**src/design/shac_pkg.sv**
```systemverilog
package shac_pkg;

  localparam int unsigned WORD_W   = 32;
  localparam int unsigned BYTE_W   = 8;
  localparam int unsigned FWD_SHIFT = 3;
  localparam int unsigned BWD_SHIFT = 4;

  // per-index multipliers, 1 + 2^(shift + parity)
  localparam logic [WORD_W-1:0] FWD_MUL_EVEN = WORD_W'(1) + (WORD_W'(1) << FWD_SHIFT);
  localparam logic [WORD_W-1:0] FWD_MUL_ODD  = WORD_W'(1) + (WORD_W'(1) << (FWD_SHIFT + 1));
  localparam logic [WORD_W-1:0] BWD_MUL_EVEN = WORD_W'(1) + (WORD_W'(1) << BWD_SHIFT);
  localparam logic [WORD_W-1:0] BWD_MUL_ODD  = WORD_W'(1) + (WORD_W'(1) << (BWD_SHIFT + 1));

  // byte-permuted id, a zero b2 or b3 replaced by the complement of its partner
  function automatic logic [WORD_W-1:0] mix_id(input logic [WORD_W-1:0] id);
    logic [BYTE_W-1:0] b0;
    logic [BYTE_W-1:0] b1;
    logic [BYTE_W-1:0] b2;
    logic [BYTE_W-1:0] b3;
    logic [BYTE_W-1:0] hi_mid;
    logic [BYTE_W-1:0] low;
    b0 = id[7:0];
    b1 = id[15:8];
    b2 = id[23:16];
    b3 = id[31:24];
    hi_mid = (b2 != '0) ? b2 : ~b1;
    low    = (b3 != '0) ? b3 : ~b0;
    return {b0, hi_mid, b1, low};
  endfunction

endpackage

```
**src/design/shac_if.sv**
```systemverilog
interface shac_byte_if;
  logic                               valid;
  logic                               ready;
  logic [shac_pkg::BYTE_W-1:0]        song_byte;
  logic                               is_last;
  logic [shac_pkg::WORD_W-1:0]        track_id;

  modport source (output valid, song_byte, is_last, track_id, input ready);
  modport sink   (input valid, song_byte, is_last, track_id, output ready);
endinterface

interface shac_code_if;
  logic                               valid;
  logic                               ready;
  logic signed [shac_pkg::WORD_W-1:0] auth_code;

  modport source (output valid, auth_code, input ready);
  modport sink   (input valid, auth_code, output ready);
endinterface

```
**src/design/shac_mul.sv**
```systemverilog
module shac_mul (
  input  logic                        clk,
  input  logic [shac_pkg::WORD_W-1:0] a,
  input  logic [shac_pkg::WORD_W-1:0] b,
  output logic [shac_pkg::WORD_W-1:0] prod
);

  // low word of the product, registered
  always_ff @(posedge clk) begin
    prod <= a * b;
  end

endmodule

```
**src/design/string_id_auth_code_hash_top.sv**
```systemverilog
// String id authentication code. The block takes a byte string one byte per
// item on the bytes channel (bytes read as signed 8-bit values) and, on the
// byte flagged is_last, gives one signed 32-bit auth_code on the codes channel
// built from a forward hash, a backward hash and the track_id carried with
// that last byte. All arithmetic wraps modulo 2^32. Every product goes
// through a single registered 32x32 multiplier stepped by a small sequencer:
// a byte that is not last holds the block through S_F, S_B, S_W and S_WD (three
// products plus write-back) before ready comes back, and the last byte goes
// on through S_M1, S_M2 and S_M3, its code reaching the output register as
// the block turns ready. The output register lets the next string start while
// a code waits to be taken; a second code waits in the sequencer until the
// first one leaves. Hash state returns to its reset values after each string.
module string_id_auth_code_hash_top (
  input  logic       clk,
  input  logic       rst,
  shac_byte_if.sink  bytes,
  shac_code_if.source codes
);

  typedef enum logic [2:0] {
    S_IDLE,
    S_F,    // forward hash times its multiplier
    S_B,    // byte times backward weight
    S_W,    // weight times backward multiplier
    S_WD,   // weight write-back, first code term
    S_M1,   // term times (fwd | mix)
    S_M2,   // times (bwd ^ id)
    S_M3    // wait for the output register
  } state_t;

  state_t                        state;
  logic [shac_pkg::WORD_W-1:0]   fwd;     // forward hash
  logic [shac_pkg::WORD_W-1:0]   bwd;     // backward hash
  logic [shac_pkg::WORD_W-1:0]   weight;  // running product of backward multipliers
  logic                          odd;     // parity of the byte index
  logic [shac_pkg::WORD_W-1:0]   chr;     // sign-extended byte
  logic                          last;
  logic [shac_pkg::WORD_W-1:0]   id;
  logic [shac_pkg::WORD_W-1:0]   term;    // (bwd ^ mix) + (fwd | id)
  logic [shac_pkg::WORD_W-1:0]   code;
  logic                          code_valid;

  logic [shac_pkg::WORD_W-1:0]   mul_a;
  logic [shac_pkg::WORD_W-1:0]   mul_b;
  logic [shac_pkg::WORD_W-1:0]   prod;
  logic [shac_pkg::WORD_W-1:0]   mix;

  assign mix = shac_pkg::mix_id(id);

  // the shared multiplier, product in the cycle after its operands
  shac_mul u_mul (
    .clk  (clk),
    .a    (mul_a),
    .b    (mul_b),
    .prod (prod)
  );

  // operand selection per sequencer step
  always_comb begin
    mul_a = '0;
    mul_b = '0;
    case (state)
      S_F: begin
        mul_a = fwd;
        mul_b = odd ? shac_pkg::FWD_MUL_ODD : shac_pkg::FWD_MUL_EVEN;
      end
      S_B: begin
        mul_a = chr;
        mul_b = weight;
      end
      S_W: begin
        mul_a = weight;
        mul_b = odd ? shac_pkg::BWD_MUL_ODD : shac_pkg::BWD_MUL_EVEN;
      end
      S_M1: begin
        mul_a = term;
        mul_b = fwd | mix;
      end
      S_M2: begin
        mul_a = prod;
        mul_b = bwd ^ id;
      end
      S_M3: begin
        // keep the finished code in the product register while stalled
        mul_a = prod;
        mul_b = shac_pkg::WORD_W'(1);
      end
      default: begin
        mul_a = '0;
        mul_b = '0;
      end
    endcase
  end

  assign bytes.ready     = (state == S_IDLE);
  assign codes.valid     = code_valid;
  assign codes.auth_code = $signed(code);

  always_ff @(posedge clk) begin
    if (rst) begin
      state      <= S_IDLE;
      fwd        <= '0;
      bwd        <= '0;
      weight     <= shac_pkg::WORD_W'(1);
      odd        <= 1'b0;
      code_valid <= 1'b0;
    end else begin
      // in S_M3 the sequencer itself decides on the output register
      if (code_valid && codes.ready && state != S_M3) begin
        code_valid <= 1'b0;
      end
      case (state)
        S_IDLE: begin
          if (bytes.valid) begin
            chr   <= {{(shac_pkg::WORD_W - shac_pkg::BYTE_W){bytes.song_byte[7]}},
                      bytes.song_byte};
            last  <= bytes.is_last;
            id    <= bytes.track_id;
            state <= S_F;
          end
        end
        S_F: begin
          state <= S_B;
        end
        S_B: begin
          fwd   <= chr + prod;
          state <= S_W;
        end
        S_W: begin
          bwd   <= bwd + prod;
          state <= S_WD;
        end
        S_WD: begin
          weight <= prod;
          odd    <= ~odd;
          if (last) begin
            term  <= (bwd ^ mix) + (fwd | id);
            state <= S_M1;
          end else begin
            state <= S_IDLE;
          end
        end
        S_M1: begin
          state <= S_M2;
        end
        S_M2: begin
          state <= S_M3;
        end
        S_M3: begin
          if (!code_valid || codes.ready) begin
            code       <= prod;
            code_valid <= 1'b1;
            // string done, back to reset values
            fwd        <= '0;
            bwd        <= '0;
            weight     <= shac_pkg::WORD_W'(1);
            odd        <= 1'b0;
            state      <= S_IDLE;
          end
        end
        default: begin
          state <= S_IDLE;
        end
      endcase
    end
  end

endmodule

```
**src/flat_wrapper.sv**
```systemverilog
// flat-port wrapper written by rule: the top's interface ports become plain ports
module string_id_auth_code_hash_top_flat 
  (clk, rst, bytes_valid, bytes_song_byte, bytes_is_last, bytes_track_id, bytes_ready, codes_valid, codes_auth_code, codes_ready);
  shac_byte_if bytes_i ();
  shac_code_if codes_i ();
  input  logic clk;
  input  logic rst;
  input wire logic [$bits(bytes_i.valid)-1:0] bytes_valid;
  input wire logic [$bits(bytes_i.song_byte)-1:0] bytes_song_byte;
  input wire logic [$bits(bytes_i.is_last)-1:0] bytes_is_last;
  input wire logic [$bits(bytes_i.track_id)-1:0] bytes_track_id;
  output wire logic [$bits(bytes_i.ready)-1:0] bytes_ready;
  output wire logic [$bits(codes_i.valid)-1:0] codes_valid;
  output wire logic [$bits(codes_i.auth_code)-1:0] codes_auth_code;
  input wire logic [$bits(codes_i.ready)-1:0] codes_ready;
  assign bytes_i.valid = bytes_valid;
  assign bytes_i.song_byte = bytes_song_byte;
  assign bytes_i.is_last = bytes_is_last;
  assign bytes_i.track_id = bytes_track_id;
  assign bytes_ready = bytes_i.ready;
  assign codes_valid = codes_i.valid;
  assign codes_auth_code = codes_i.auth_code;
  assign codes_i.ready = codes_ready;
  string_id_auth_code_hash_top u_core (.clk(clk), .rst(rst), .bytes(bytes_i), .codes(codes_i));
endmodule
```
**config.mk**
```make
export PLATFORM = sky130hd
export DESIGN_NAME = string_id_auth_code_hash_top_flat
export DESIGN_NICKNAME = d
export VERILOG_FILES = /design/src/design/shac_pkg.sv /design/src/design/shac_if.sv /design/src/design/shac_mul.sv /design/src/design/string_id_auth_code_hash_top.sv /design/src/flat_wrapper.sv
export SDC_FILE = /design/constraint.sdc
export NUM_CORES = 2
export LEC_CHECK = 0
export BUFFER_PORTS_ARGS = -buffer_cell sky130_fd_sc_hd__buf_4
export CORE_AREA = 2 2 230 232
export DETAILED_ROUTE_END_ITERATION = 12
export DIE_AREA = 0 0 232 234
export GPL_ROUTABILITY_DRIVEN = 1
export HOLD_SLACK_MARGIN = 0.05
export PLACE_DENSITY = 0.76
export SLEW_MARGIN = 5
export SYNTH_ARGS = -nofsm -noshare
export SYNTH_HDL_FRONTEND = slang
export SYNTH_SLANG_ARGS = --single-unit
export TNS_END_PERCENT = 20
```
**constraint.sdc**
```tcl
create_clock -name clk -period 19.61 [get_ports clk]
set_input_delay 3.922 -clock clk [delete_from_list [all_inputs] [get_ports clk]]
set_output_delay 3.922 -clock clk [all_outputs]
set_load 0.01 [all_outputs]
```
### Word level (Yosys, flattened, before mapping)

Index checks and enable logic that the tools add are counted.

| word-level totals | value |
|---|---|
| bits in registers | 238 |
| input bits | 45 |

| operators by class | value |
|---|---|
| add/subtract/negate cells | 3 |
| multiply operators | 1 |
| eq/ne operators | 10 |
| mux-type cells | 20 |
| bitwise logic cells | 8 |
| reductions and logical operators | 18 |

Operators by type and width:

| cell | number |
|---|---|
| 32-bit case mux with 2 select lines | 3 |
| 32-bit case mux with 6 select lines | 1 |
| 32-bit case mux with 5 select lines | 1 |
| 32-bit adder | 3 |
| 32-bit two-way mux | 2 |
| 32-bit OR | 2 |
| 32-bit XOR | 2 |
| 32-bit by 32-bit multiplier with 32-bit output | 1 |
| 3-bit case mux with 8 select lines | 1 |
| 8-bit two-way mux | 2 |
| 8-bit inverter | 2 |
| 8-bit nonzero test | 2 |
| 3-bit == test, second input constant | 4 |
| 3-bit two-way mux | 3 |
| 3-bit AND reduction | 3 |
| 2-bit AND reduction | 4 |
| 3-bit by 2-bit == test with 1-bit output, second input constant | 2 |
| 6-bit two-way mux | 1 |
| 2-bit nonzero test | 3 |
| 5-bit two-way mux | 1 |
| 1-bit two-way mux | 4 |
| 3-bit by 1-bit == test with 1-bit output, second input constant | 1 |
| 3-bit zero test | 1 |
| 3-bit inequality test, second input constant | 1 |
| 8 further kinds | 10 |

### Longest topological paths before layout

| logic depth | value |
|---|---|
| word-level depth | 5 |
| mapped depth | 35 |

### Cells and area by module

Synthesis repeated with hierarchy kept, for this count alone.

| second synthesis, totals | value |
|---|---|
| cells, all modules | 3,271 |
| area, all modules | 30,173.9 sq um |

By module, submodules not included:

| module | times used | cells an instance | area an instance (sq um) | seq. area each (sq um) |
|---|---|---|---|---|
| shac_mul | 1 | 1,741 | 16,449.5 | 640.6 |
| string_id_auth_code_hash_top | 1 | 1,530 | 13,724.4 | 5,175.0 |

### Worst setup path after synthesis

Ideal clock, no wire load.

| timing | value |
|---|---|
| path kind | reg-to-reg |
| from | register u_core.chr[7] in the netlist's numbering |
| to | register u_core.u_mul.prod[31] in the netlist's numbering |
| library setup time | 121 ps |
| data arrival time | 8,067 ps |
| data required time | 19,489 ps |
| setup slack | 11,422 ps |
| cell stages (with the launch flop) | 31 |
| buffers on the path | 3 |
| period minus slack after synthesis | 8,188 ps |
| cell sequence | edfxtp_1 -> and3b_1 -> buf_4 -> buf_2 -> a211oi_1 -> a31o_2 -> clkbuf_1 -> nor2_1 -> fa_1 -> inv_1 -> fa_1 -> fa_1 -> fa_1 -> inv_1 -> fa_1 -> inv_1 -> fa_1 -> inv_1 -> fa_1 -> fa_1 -> ha_1 -> and3_1 -> and2_1 -> nand4_1 -> o221ai_1 -> o21a_1 -> o21ai_0 -> nand2b_1 -> a221oi_1 -> o21ai_0 -> xnor2_1 |

| between the ends | value |
|---|---|
| longest elaborated chain between the ends | 2 |

RTL lines:

| what | RTL line | source |
|---|---|---|
| start: declaration | string_id_auth_code_hash_top.sv:36 | `logic [shac_pkg::WORD_W-1:0] chr;` |
| start signal: assignment | string_id_auth_code_hash_top.sv:115 | `chr <= {{(shac_pkg::WORD_W - shac_pkg::BYTE_W){bytes.song_byte[7]}},` |
| 32-bit case mux with 5 select lines | string_id_auth_code_hash_top.sv:62 | `case (state)` |
| 32-bit by 32-bit multiplier with 32-bit output | shac_mul.sv:10 | `prod <= a * b;` |
| end signal: assignment | shac_mul.sv:10 |  |
| end: declaration | shac_mul.sv:5 | `output logic [shac_pkg::WORD_W-1:0] prod` |

Every way passes these cells.
A chain may end at the register's enable or synchronous reset.

### Worst setup path in the final report

| timing | value |
|---|---|
| from | register u_core.state[1] |
| to | register u_core.u_mul.prod[31] in the netlist's numbering |

| between the ends | value |
|---|---|
| longest elaborated chain between the ends | 4 |

RTL lines:

| what | RTL line | source |
|---|---|---|
| start: declaration | string_id_auth_code_hash_top.sv:31 | `state_t state;` |
| start signal: assignment | string_id_auth_code_hash_top.sv:101 | `state <= S_IDLE;` |
| start signal: assignment | string_id_auth_code_hash_top.sv:119 | `state <= S_F;` |
| start signal: assignment | string_id_auth_code_hash_top.sv:123 | `state <= S_B;` |
| 3-bit == test | string_id_auth_code_hash_top.sv:62 |  |
| 2-bit OR reduction (no source line) | -- |  |
| 32-bit case mux with 5 select lines | string_id_auth_code_hash_top.sv:62 |  |
| 32-bit by 32-bit multiplier with 32-bit output (*) | shac_mul.sv:10 |  |

Mark *: on every way between the ends. The rest lies on a longest branch, timed or not.

==> metrics.yaml <==
synthesis:
  syn_avg_cell_area_um2: 8.96
  syn_area_um2: 30100
  synth_common_cells: "inv_1, fa_1, nor2_1"
  synthFlopType: "dfxtp_1"
  synth_top_area_frac: 0.273
  syn_inst: 3366
  yosysSeqAreaShare: 0.193
  synth_nets: 4038
  yosysTopAreaCell: "fa_1"
  synth.most_common_cell: "inv_1"
  yosys.cell_types.count: 84
  synth-async-reset-ratio: 0
  yosys_warnings: 0
  synth_area_leaders: "fa_1, edfxtp_1, ha_1, dfxtp_1, inv_1"
  synth_seq_cells: 238
  synth_edf_count: 105
clocking:
  path_clk_slew_ns: 0.08
  cts_resized: 0
  cts_hold_buf: 0
  clockBufferDepth: 3
  cts_max_level: 1
  clk_latency_ns: 0.62
  clockRootBuffer: "clkbuf_16"
  numCtsBuffers: 28
  cts_num_sinks: 238
  cts_tree: "yes"
  post_cts_buffers: 0
worst_hold_path:
  hold_start: "u_core.weight[24]$_SDFFE_PP0P_"
  hold_class: "flip-flop to flip-flop"
  holdPathStages: 2
cells_and_area:
  syn_to_final_growth_pct: 7.78
  regArea_um2: 5820
  finalInstanceArea_um2: 32500
  fill_cells: 4380
  finalNetCount: 4063
  drive_gt1_frac: 0.0902
  multi_input_area_um2: 22000
  final_core_util: 0.625
setup_path:
  worstSetupStartpointType: "flip-flop"
  crit_top_cell: "fa_1"
  crit_path_start: "u_core.state[1]$_SDFFE_PP0P_"
  timing.rr.start: "u_core.state[1]$_SDFFE_PP0P_"
  cp_data_arrival_time_ns: 10.36
  cp-end-kind: "flip-flop"
  ff2ff_path_depth: 29
  worst_path_max_delay_cell: "buf_4"
  required_ns: 20.10
  crit_fanout: 79
  worst_path_largest_cell_delay_ns: 0.74
  worstSetupPathType: "flip-flop to flip-flop"
sta:
  fmax_ghz: 0.101
  fin_crit_ns: 9.87
  slew_headroom: 0.130
  rsz0062_at_grt: "no"
  setup_tns_ns: 0
  hold_viol: 0
  fin_crit_sh: 0.503
  setup_viol_count_final: 0
  slew_violations: 0
  fin_skew_ns: 0.0381
  tightest_slew_ns: 1.30
grt:
  grt_max_degree: 80
  grt_use_total: 0.356
  antenna_found_initial: 0
  grt_pass1_vias: 24700
  grt_pass1_wl_um: 145000
  gr-total-overflow: 0
die:
  ios: 79
  rows: 84
  core-area_um2: 52000
  die_w_um: 232
  dieArea_um2: 54300
  start_util: 0.579
  die_height_um: 234
power_and_ir_drop:
  ir_drop_mv: 0.0791
  power.density_nw_per_um2: 47.9
  leakage_uw: 0.0146
route:
  drc: 0
  postRouteAntennaNets: 0
  drt-pass1-iter-count: 6
  vias_per_cell: 6.08
  vias: 24900
  routed_wl_um: 95100
  wl_per_cell_um: 23.2
  drt-initial-drc-count: 2758
job:
  cap_violations: 0
placed_design:
  placed_area_um2: 31500
  io_buffers: 78
  routabilityCongestion: 0.994
  place_hpwl_um: 72500
status:
  status: "completed"
path summary, 6_finish.rpt:
path | endpoint | slack (ns)
worst max-delay path | u_core.u_mul.prod[31]$_DFF_P_ | 9.74
worst min register to register | u_core.weight[24]$_SDFFE_PP0P_ | 0.48
worst max register to register | u_core.u_mul.prod[31]$_DFF_P_ | 9.74
worst min-delay path | u_core.weight[24]$_SDFFE_PP0P_ | 0.48
layer usage:
layer | vias up | share of wire | GRT usage
li1 | 11000 | - | -
met1 | 12100 | 0.37 | 0.452
met2 | 1483 | 0.44 | 0.553
met3 | 380 | 0.11 | 0.0755
met4 | 0 | 0.078 | 0.235
met5 | - | 0 | 0
per-stage QoR:
| stage | power (uW) | instances | hold slack [ns] | setup WS, ns |
|---|---|---|---|---|
| after floorplan | 845 | 3366 | 0.448 | 11.42 |
| after global placement | 984 | 4049 | 0.469 | 9.98 |
| after detailed placement | 990 | 4049 | 0.473 | 9.83 |
| after CTS | 1550 | 4101 | 0.483 | 9.78 |
| after global routing | 1600 | 4101 | 0.503 | 9.27 |
| final | 1560 | 4102 | 0.483 | 9.74 |
kinds of logic after synthesis:
family,count (synthesis),share of synthesized area
compound gates,590,0.133
xor+xnor,222,0.0659
fa+ha+maj,627,0.363
buf+inv,630,0.0813
flops,238,0.193
mux,30,0.0110
simple gates,1029,0.153
worst max-delay path, delay by kind of cell (launching register included):
kind,cells,cell delay (ns)
adder cells (fa/ha/maj),9,4.17
AO/OA/AOI/OAI,7,2.23
buffers and inverters,6,1.31
AND/OR/NAND/NOR,6,1.31
flip-flops,1,0.49
XOR/XNOR,1,0.20
layout make-up:
cell class,count,share of cell area
diodes,1,0.0000770
repair buffers,144,0.0333
clock inverters,13,0.00489
multi-input cells,2498,0.676
clock buffers,39,0.0247
flip-flops and latches,238,0.179
inverters,481,0.0556
well taps,688,0.0265
flip-flops by register name, summed over array words and instances (netlist names):
| signal | count |
|---|---|
| u_core.chr | 8 |
| u_core.id | 32 |
| u_core.last | 1 |
| u_core.bwd | 32 |
| u_core.codes.auth_code | 32 |
| u_core.u_mul.prod | 32 |
| u_core.state | 3 |
| u_core.odd | 1 |
| u_core.fwd | 32 |
| u_core.weight | 32 |
| u_core.term | 32 |
| u_core.codes.valid | 1 |
cells in the final DEF, fill, tap and decap left out, types with 15 or more instances in the layout:
cell type and instances:
edfxtp_1 105, xnor2_1 150, a211oi_1 26, mux2_1 19
nor2b_1 26, and2_1 15, dfxtp_1 130, clkbuf_16 28
a22oi_1 23, o21a_1 26, nand2b_1 66, a21o_1 70
a31oi_1 18, inv_1 479, o21bai_1 27, xor2_1 67
nor2_1 405, nor3_1 20, fa_1 411, ha_1 216
buf_4 144, o21ai_0 42, a22o_1 30, nand2_1 291
or2_2 50, nand3_1 87, a21oi_1 202
where the power goes:
| part | switching [uW] | internal, uW |
|---|---|---|
| combinational | 257 | 147 |
| sequential | 47.1 | 544 |
| clock | 246 | 315 |
No activity file was read; power rests on OpenSTA's default activity.
